### src/hw/rtl/fzt_pkg.sv
// ============================================================================
// fzt_pkg
// Shared widths, rule table, grading functions and divider cell beat type
// for the fuzzy tracker drive.
// ============================================================================
package fzt_pkg;

    localparam int LEVEL_W     = 7;
    localparam int GRADE_W     = 9;                  // Q1.8, 0..256
    localparam int MAG_W       = 12;                 // 5*r + 1280, up to 2560
    localparam int PROD_W      = 20;                 // r * mag, up to 655360
    localparam int NUM_W       = 24;                 // signed sum of nine products
    localparam int DEN_W       = 12;                 // sum of nine weights, up to 2304
    localparam int Q_W         = 12;                 // quotient magnitude, up to 2560
    localparam int REM_W       = 23;                 // |num| + den/2
    localparam int DSH_W       = DEN_W + Q_W - 1;    // divisor aligned to top quotient bit
    localparam int DRIVE_W     = 13;
    localparam int N_GRADES    = 3;
    localparam int N_RULES     = N_GRADES * N_GRADES;
    localparam int IN_TDATA_W  = 16;
    localparam int OUT_TDATA_W = 16;
    localparam int ONE_Q8      = 256;
    localparam int MAG_BASE    = 5 * ONE_Q8;
    localparam int MAG_SLOPE   = 5;
    localparam int RECIP_10    = 52429;              // ceil(2^19 / 10)
    localparam int RECIP_SH_10 = 19;
    localparam int RECIP_SH_20 = 20;

    typedef enum logic [1:0]
    {
        ACT_OFF,
        ACT_CW,
        ACT_CCW
    } action_t;

    // [top grade][bottom grade], grades ordered dark, normal, bright
    localparam action_t RULE_ACTION [N_GRADES][N_GRADES] = '{
        '{ACT_OFF, ACT_CCW, ACT_CCW},
        '{ACT_CW,  ACT_OFF, ACT_CCW},
        '{ACT_CW,  ACT_CW,  ACT_OFF}
    };

    typedef logic [GRADE_W-1:0] grade_t;

    // One beat travelling down the divider row
    typedef struct packed
    {
        logic               valid;
        logic               zero;   // total weight was zero
        logic               neg;    // sign of the numerator
        logic [REM_W-1:0]   rem;
        logic [DSH_W-1:0]   dsh;
        logic [Q_W-1:0]     quo;
    } cell_t;

    // floor(n/10) by reciprocal multiply, exact for 0 <= n < 40000
    function automatic int div_by_10(input int n);
        return (n * RECIP_10) >> RECIP_SH_10;
    endfunction

    // floor(n/20), same reciprocal one place further down
    function automatic int div_by_20(input int n);
        return (n * RECIP_10) >> RECIP_SH_20;
    endfunction

    function automatic grade_t grade_dark(input logic [LEVEL_W-1:0] x);
        int xi;
        xi = int'(x);
        if (xi <= 30)
            return grade_t'(ONE_Q8);
        else if (xi < 40)
            return grade_t'(div_by_10((40 - xi) * ONE_Q8 + 5));
        else
            return '0;
    endfunction

    function automatic grade_t grade_normal(input logic [LEVEL_W-1:0] x);
        int xi;
        xi = int'(x);
        if (xi <= 30)
            return '0;
        else if (xi < 50)
            return grade_t'(div_by_20((xi - 30) * ONE_Q8 + 10));
        else if (xi < 70)
            return grade_t'(div_by_20((70 - xi) * ONE_Q8 + 10));
        else
            return '0;
    endfunction

    function automatic grade_t grade_bright(input logic [LEVEL_W-1:0] x);
        int xi;
        xi = int'(x);
        if (xi <= 60)
            return '0;
        else if (xi < 70)
            return grade_t'(div_by_10((xi - 60) * ONE_Q8 + 5));
        else
            return grade_t'(ONE_Q8);
    endfunction

endpackage

### src/hw/rtl/fzt_front.sv
// ============================================================================
// fzt_front
// Grading, rule weights, weighted sums and divider set-up, five stages.
// ============================================================================
module fzt_front
(
    input  logic                            clk,
    input  logic                            rst_n,
    input  logic                            en,
    input  logic                            in_valid,
    input  logic [fzt_pkg::LEVEL_W-1:0]     top_level,
    input  logic [fzt_pkg::LEVEL_W-1:0]     bottom_level,
    output fzt_pkg::cell_t                  cell_out
);

    logic [4:0] valid_reg;
    logic [4:0] valid_next;

    fzt_pkg::grade_t mt_reg [fzt_pkg::N_GRADES];
    fzt_pkg::grade_t mt_next [fzt_pkg::N_GRADES];
    fzt_pkg::grade_t mb_reg [fzt_pkg::N_GRADES];
    fzt_pkg::grade_t mb_next [fzt_pkg::N_GRADES];

    fzt_pkg::grade_t                r2_reg [fzt_pkg::N_RULES];
    fzt_pkg::grade_t                r2_next [fzt_pkg::N_RULES];
    logic [fzt_pkg::MAG_W-1:0]      mag_reg [fzt_pkg::N_RULES];
    logic [fzt_pkg::MAG_W-1:0]      mag_next [fzt_pkg::N_RULES];

    logic [fzt_pkg::PROD_W-1:0]     prod_reg [fzt_pkg::N_RULES];
    logic [fzt_pkg::PROD_W-1:0]     prod_next [fzt_pkg::N_RULES];
    logic [fzt_pkg::DEN_W-1:0]      den3_reg;
    logic [fzt_pkg::DEN_W-1:0]      den3_next;

    logic signed [fzt_pkg::NUM_W-1:0] num4_reg;
    logic signed [fzt_pkg::NUM_W-1:0] num4_next;
    logic [fzt_pkg::DEN_W-1:0]        den4_reg;

    fzt_pkg::cell_t                 cell_reg;
    fzt_pkg::cell_t                 cell_next;
    logic [fzt_pkg::NUM_W-1:0]      num_abs;

    assign valid_next = {valid_reg[3:0], in_valid};

    // stage 1: grading tables
    always_comb
    begin
        mt_next[0] = fzt_pkg::grade_dark(top_level);
        mt_next[1] = fzt_pkg::grade_normal(top_level);
        mt_next[2] = fzt_pkg::grade_bright(top_level);
        mb_next[0] = fzt_pkg::grade_dark(bottom_level);
        mb_next[1] = fzt_pkg::grade_normal(bottom_level);
        mb_next[2] = fzt_pkg::grade_bright(bottom_level);
    end

    // stage 2: rule weight and proposal magnitude
    always_comb
    begin
        for (int i = 0; i < fzt_pkg::N_GRADES; i++)
        begin
            for (int j = 0; j < fzt_pkg::N_GRADES; j++)
            begin
                r2_next[i*fzt_pkg::N_GRADES + j] = (mt_reg[i] < mb_reg[j]) ? mt_reg[i]
                                                                           : mb_reg[j];
            end
        end
        for (int k = 0; k < fzt_pkg::N_RULES; k++)
        begin
            mag_next[k] = fzt_pkg::MAG_W'(r2_next[k]) * fzt_pkg::MAG_W'(fzt_pkg::MAG_SLOPE)
                        + fzt_pkg::MAG_W'(fzt_pkg::MAG_BASE);
        end
    end

    // stage 3: products and weight total
    always_comb
    begin
        den3_next = '0;
        for (int k = 0; k < fzt_pkg::N_RULES; k++)
        begin
            prod_next[k] = fzt_pkg::PROD_W'(r2_reg[k]) * fzt_pkg::PROD_W'(mag_reg[k]);
            den3_next    = den3_next + fzt_pkg::DEN_W'(r2_reg[k]);
        end
    end

    // stage 4: signed numerator
    always_comb
    begin
        num4_next = '0;
        for (int i = 0; i < fzt_pkg::N_GRADES; i++)
        begin
            for (int j = 0; j < fzt_pkg::N_GRADES; j++)
            begin
                case (fzt_pkg::RULE_ACTION[i][j])
                    fzt_pkg::ACT_CW:
                        num4_next = num4_next
                                  + signed'(fzt_pkg::NUM_W'(prod_reg[i*fzt_pkg::N_GRADES + j]));
                    fzt_pkg::ACT_CCW:
                        num4_next = num4_next
                                  - signed'(fzt_pkg::NUM_W'(prod_reg[i*fzt_pkg::N_GRADES + j]));
                    default:
                        num4_next = num4_next;
                endcase
            end
        end
    end

    // stage 5: magnitude plus half divisor, divisor aligned for the top quotient bit
    always_comb
    begin
        num_abs         = num4_reg[fzt_pkg::NUM_W-1] ? fzt_pkg::NUM_W'(-num4_reg)
                                                     : fzt_pkg::NUM_W'(num4_reg);
        cell_next.valid = valid_reg[3];
        cell_next.zero  = (den4_reg == '0);
        cell_next.neg   = num4_reg[fzt_pkg::NUM_W-1];
        cell_next.rem   = num_abs[fzt_pkg::REM_W-1:0]
                        + fzt_pkg::REM_W'(den4_reg >> 1);
        cell_next.dsh   = {den4_reg, {(fzt_pkg::Q_W-1){1'b0}}};
        cell_next.quo   = '0;
    end

    always_ff @(posedge clk or negedge rst_n)
    begin
        if (!rst_n)
        begin
            valid_reg <= '0;
        end
        else if (en)
        begin
            valid_reg <= valid_next;
        end
    end

    always_ff @(posedge clk)
    begin
        if (en)
        begin
            mt_reg    <= mt_next;
            mb_reg    <= mb_next;
            r2_reg    <= r2_next;
            mag_reg   <= mag_next;
            prod_reg  <= prod_next;
            den3_reg  <= den3_next;
            num4_reg  <= num4_next;
            den4_reg  <= den3_reg;
            cell_reg  <= cell_next;
        end
    end

    always_comb
    begin
        cell_out       = cell_reg;
        cell_out.valid = valid_reg[4];
    end

endmodule

### src/hw/rtl/fzt_div_cell.sv
// ============================================================================
// fzt_div_cell
// One restoring-division cell: settles one quotient bit per beat and hands
// the partial remainder and halved divisor to the next cell.
// ============================================================================
module fzt_div_cell
(
    input  logic            clk,
    input  logic            rst_n,
    input  logic            en,
    input  fzt_pkg::cell_t  cell_in,
    output fzt_pkg::cell_t  cell_out
);

    logic           valid_reg;
    fzt_pkg::cell_t data_reg;
    fzt_pkg::cell_t data_next;
    logic           take;

    always_comb
    begin
        take           = (cell_in.rem >= cell_in.dsh);
        data_next      = cell_in;
        data_next.rem  = take ? cell_in.rem - cell_in.dsh : cell_in.rem;
        data_next.dsh  = cell_in.dsh >> 1;
        data_next.quo  = {cell_in.quo[fzt_pkg::Q_W-2:0], take};
    end

    always_ff @(posedge clk or negedge rst_n)
    begin
        if (!rst_n)
        begin
            valid_reg <= 1'b0;
        end
        else if (en)
        begin
            valid_reg <= cell_in.valid;
        end
    end

    always_ff @(posedge clk)
    begin
        if (en)
        begin
            data_reg <= data_next;
        end
    end

    always_comb
    begin
        cell_out       = data_reg;
        cell_out.valid = valid_reg;
    end

endmodule

### src/hw/rtl/fuzzy_tracker_drive.sv
// ============================================================================
// fuzzy_tracker_drive
// Two-input fuzzy tracker controller: light levels in, signed motor drive out.
// ============================================================================
// Usage:
//   s_axis carries one sample per beat: top and bottom light level (0..100).
//   m_axis returns one drive value per sample, in sample order, signed in
//   1/256 units (-2560..2560, positive is clockwise).
//   From the accepting edge to m_axis_tvalid a sample passes the five
//   front stages (grading, rule weights, products, sums, set-up), twelve
//   divider cells that each settle one quotient bit, and the output register.
//   Throughput is one sample per cycle while m_axis is not stalled; the divider row is fully pipelined.
//   The whole pipe advances together whenever the output register is empty
//   or being taken, so s_axis_tready is low only while a result sits in the
//   output register and m_axis_tready is low. Nothing is lost while stalled;
//   bubbles in the pipe are not squeezed out.
//   Reset clears all valid flags; the data registers are not reset and there is
//   no configuration, so the block is ready in the first cycle after reset.
// ============================================================================
module fuzzy_tracker_drive
(
    input  logic                                clk,
    input  logic                                rst_n,
    input  logic                                s_axis_tvalid,
    output logic                                s_axis_tready,
    input  logic [fzt_pkg::IN_TDATA_W-1:0]      s_axis_tdata,   // top_level[6:0], bottom_level[13:7]
    output logic                                m_axis_tvalid,
    input  logic                                m_axis_tready,
    output logic [fzt_pkg::OUT_TDATA_W-1:0]     m_axis_tdata    // drive[12:0]
);

    logic                                   en;
    fzt_pkg::cell_t                         chain [fzt_pkg::Q_W+1];
    fzt_pkg::cell_t                         last;
    logic                                   out_valid_reg;
    logic [fzt_pkg::DRIVE_W-1:0]            drive_reg;
    logic [fzt_pkg::DRIVE_W-1:0]            drive_next;
    logic [fzt_pkg::DRIVE_W-1:0]            quo_ext;

    assign en            = !out_valid_reg || m_axis_tready;
    assign s_axis_tready = en;

    fzt_front u_front
    (
        .clk          (clk),
        .rst_n        (rst_n),
        .en           (en),
        .in_valid     (s_axis_tvalid),
        .top_level    (s_axis_tdata[fzt_pkg::LEVEL_W-1:0]),
        .bottom_level (s_axis_tdata[2*fzt_pkg::LEVEL_W-1:fzt_pkg::LEVEL_W]),
        .cell_out     (chain[0])
    );

    for (genvar g = 0; g < fzt_pkg::Q_W; g++)
    begin : g_cell
        fzt_div_cell u_cell
        (
            .clk      (clk),
            .rst_n    (rst_n),
            .en       (en),
            .cell_in  (chain[g]),
            .cell_out (chain[g+1])
        );
    end

    assign last = chain[fzt_pkg::Q_W];

    always_comb
    begin
        quo_ext = fzt_pkg::DRIVE_W'(last.quo);
        if (last.zero)
            drive_next = '0;
        else if (last.neg)
            drive_next = -quo_ext;
        else
            drive_next = quo_ext;
    end

    always_ff @(posedge clk or negedge rst_n)
    begin
        if (!rst_n)
        begin
            out_valid_reg <= 1'b0;
        end
        else if (en)
        begin
            out_valid_reg <= last.valid;
        end
    end

    always_ff @(posedge clk)
    begin
        if (en)
        begin
            drive_reg <= drive_next;
        end
    end

    assign m_axis_tvalid = out_valid_reg;
    assign m_axis_tdata  = fzt_pkg::OUT_TDATA_W'(drive_reg);

endmodule

### config.mk
export PLATFORM = sky130hd
export DESIGN_NAME = fuzzy_tracker_drive
export DESIGN_NICKNAME = d
export VERILOG_FILES = /design/src/hw/rtl/fzt_pkg.sv /design/src/hw/rtl/fzt_front.sv /design/src/hw/rtl/fzt_div_cell.sv /design/src/hw/rtl/fuzzy_tracker_drive.sv
export SDC_FILE = /design/constraint.sdc
export NUM_CORES = 2
export LEC_CHECK = 0
export BUFFER_PORTS_ARGS = -buffer_cell sky130_fd_sc_hd__buf_2
export CAP_MARGIN = 25
export CORE_MARGIN = 2
export CORE_UTILIZATION = 55
export CTS_CLUSTER_DIAMETER = 60
export CTS_CLUSTER_SIZE = 20
export DETAILED_ROUTE_END_ITERATION = 6
export PLACE_DENSITY = 0.71
export SYNTH_ARGS = -nofsm -noshare
export SYNTH_HDL_FRONTEND = slang
export SYNTH_HIERARCHICAL = 1
export SYNTH_SLANG_ARGS = --single-unit
### constraint.sdc
create_clock -name clk -period 96.3 [get_ports clk]
set_input_delay 14.445 -clock clk [delete_from_list [all_inputs] [get_ports clk]]
set_output_delay 14.445 -clock clk [all_outputs]
set_load 0.01 [all_outputs]
# Word-level counts from Yosys, hierarchy flattened
# Cells that the tools add are included.
# word_totals
in_bits	20
regBits	930
word_cells	256
out_inout_bits	18
# op_classes
reduce_logical	8
n_mux	30
bitwise_logic	5
multipliers	20
n_addsub	50
n_lt_le_gt_ge	31
# op_table
op	n
$mux W23	12
$mux W9	17
$add A32 B4 Y32 const B	4
$add A32 B5 Y32 const B	4
$mul A32 B17 Y28 const B	4
$mul A32 B17 Y29 const B	4
$mul A9 B12 Y20	6
$add A12 B9 Y12	7
$lt A9 B9 Y1	9
$add A12 B11 Y12 const B	6
$add A24 B21 Y24	3
$mul A9 B3 Y12 const B	6
$sub A24 B21 Y24	2
$lt A7 B6 Y1 const B	4
$add A23 B11 Y23	1
$ge A23 B12 Y1	1
$ge A23 B13 Y1	1
$ge A23 B14 Y1	1
$ge A23 B15 Y1	1
$ge A23 B16 Y1	1
$ge A23 B17 Y1	1
$ge A23 B18 Y1	1
$ge A23 B19 Y1	1
$ge A23 B20 Y1	1
other kinds (31)	46

# Depth between registers and ports, before layout
# logic_depth
word_depth	8
mapped_depth	27
mapped_depth_nobuf	26

# Modules after synthesis
# Netlist, hierarchy kept.
# by_module_without_submodules
mod	instances	seq_area_each_um2	cells_each	area_per_inst_um2
fzt_front	1	11956.5	6527	64923.5
fzt_div_cell	12	1796.7	285	3488.3
fuzzy_tracker_drive	1	415.4	87	887.1

# Worst setup path after synthesis
# No wires, ideal clock.
# synth_path
path_kind	input-to-output
from	input m_axis_tready
to	output s_axis_tready
path_buffers	0
setup_slack_ns	40.426
t_arrival_ns	41.429
path_stages	1
t_required_ns	81.855
path_cell_list	nand2b_1
# synth_via
elab_chain_cells	1
# synth_lines
item	line_no	source
start, declared	fuzzy_tracker_drive.sv:28	input logic m_axis_tready,
$logic_or A1 B1 Y1	fuzzy_tracker_drive.sv:40	assign en = !out_valid_reg || m_axis_tready;
end, declared	fuzzy_tracker_drive.sv:25	output logic s_axis_tready,
# No other way between the ends.

# Worst setup path after layout
# Ends and elaborated chain as after synthesis.

==> metrics <==
WL/cell=18.6 µm; Initial Util=roughly 55%; DR vias=68900; CTS Buffer Depth=3; Avg Inst Size Synth=10.6 µm²; hold path endpoint=u_front/den4_reg[2]$_DFFE_PP_; Post-route DRC=0; layout cell share with drive strength beyond 1=roughly 6.9%; crit start category=input port; vias in the first global route=71400; dpl ws=66320 ps; drt total wl=228 mm; CTS tree=yes; Syn-to-layout area delta=5.59%; Final Cycle Share=31.1%; DRT iter0 DRCs=4279; fmax=0.0334 GHz; crit end category=output pin; CP max FO=57; final HPWL from detailed placement=184 mm; Worst slew margin=28.2%; root buf cell=clkbuf_16; die boundary height=437 µm; min cycle time layout=29940 ps; RSZ-0062 raised after global routing=false; fin. max-slew vios=0; Final TNS setup=0 ps; worst r2r dst=u_front/num4_reg[21]$_DFFE_PP_; Crit path arrival time=15500 ps; routed vias/inst=around 5.6; core area=0.187 mm²; Total Routing Usage GR=24.0%; total grt overflow=0; Reg area=slightly above 0.03 mm²; initial antenna violation count=0; Hold Path Class=reg -> reg; Port Buffers=32; first-pass GRT wire length=372 mm; synthesized area=~0.10 mm²; Routed Antenna Nets=0; final setup margin=~66000 ps; Worst-Margin Slew=1070 ps; Fillers=15600; full die area=between 0.15 and 0.2 mm²; total CTS buffers=98; gp weighted congestion=0.953; Synth warnings=6; site row count=159; post-CTS setup buffers=0; kind of critical path=in -> out; Clock Skews=29.3 ps; Min-Delay Path Depth=0; top-level port count=38; Final Hold Viols=0; run status=complete, no violations; worst reg-to-reg setup slack=90060 ps; Die Wd=437 µm; drt first pass iters=6; Hold Startpoint=u_front/den3_reg[2]$_DFFE_PP_; H-tree depth=3; R2R depth=19; Reg clk slew, reported paths=80 ps; reg2reg start=u_front/prod_reg[143]$_DFFE_PP_; max reg flops=597; nets@finish=11900; clock tree sinks=1022; pin count of the biggest net entering global routing=about 190; hold_buf cts=0; multi-input logic area=0.0650 mm²; max-cap violation count=0; clk_lat worst skew=730 ps; CP required=81860 ps; final-report setup violation count=0; post_cts resized=0; Cells after Synth=9785; n_diodes=0
## critical path, stage by stage
cell	delay, ps
buf_2	70
nand2b_4	590
buf_2	340
## cell usage in the layout, fill, tap and decap left out, types with 32 or more instances in the layout
cell type / count
inv_1: 1611
buf_2: 32
a31oi_1: 73
mux2_4: 132
nand3_1: 90
o31ai_1: 43
a21oi_1: 524
a21o_1: 223
o21a_1: 67
nor2_1: 368
o21bai_1: 114
edfxtp_1: 1004
ha_1: 1316
fa_1: 886
or2_2: 39
o21ai_0: 278
clkbuf_16: 99
nor3_1: 70
buf_4: 32
xnor2_1: 467
nand4_1: 72
and4_1: 39
nor2b_1: 68
and2_1: 300
a211oi_1: 72
nand2b_1: 50
xor2_1: 203
nand2_1: 716
mux2_2: 134
or3_1: 46
## worst max-delay path by stage
stage                  start             to  slack (ps)  cells after the start
4_1_cts        m_axis_tready  s_axis_tready       66320                      3
6_report       m_axis_tready  s_axis_tready       66360                      3
3_3_place_gp   m_axis_tready  s_axis_tready       66340                      3
5_1_grt        m_axis_tready  s_axis_tready       66240                      3
2_1_floorplan  m_axis_tready  s_axis_tready       43060                      1
3_5_place_dp   m_axis_tready  s_axis_tready       66320                      3
## routing by layer
metal,share of wire (%),up-vias,wire [µm],global-route usage [%]
met5,0,-,0,0
met1,42,33900,95500,30.6
met2,50,1657,114000,42.3
met3,4.3,414,9910,2.20
met4,4.1,0,9390,9.32
li1,-,33000,-,-
## cell type report
type | instances | area share, %
multi-input combinational | 6858 | 59.6
sequential | 1022 | 28.1
inverter | 1616 | 5.56
tap | 2495 | 2.86
clock buffer | 108 | 2.30
clock inverter | 77 | 0.974
timing repair buffer | 75 | 0.617
## through the flow
step / std cells / cell area, µm² / hold slack (ps) / utilization (%)
2_1_floorplan: 9799 / 103000 / 400 / -
3_3_place_gp: 12100 / 105000 / 401 / 56.2
3_5_place_dp: 12100 / 105000 / 405 / 56.3
4_1_cts: 12300 / 109000 / 408 / 58.3
5_1_grt: 12300 / 109000 / 407 / 58.3
6_report: 12300 / 109000 / 413 / 58.3
Power is left out: the tool's default activity adds up to more than one toggle a clock period on the data nets, which glitch-free logic cannot reach.
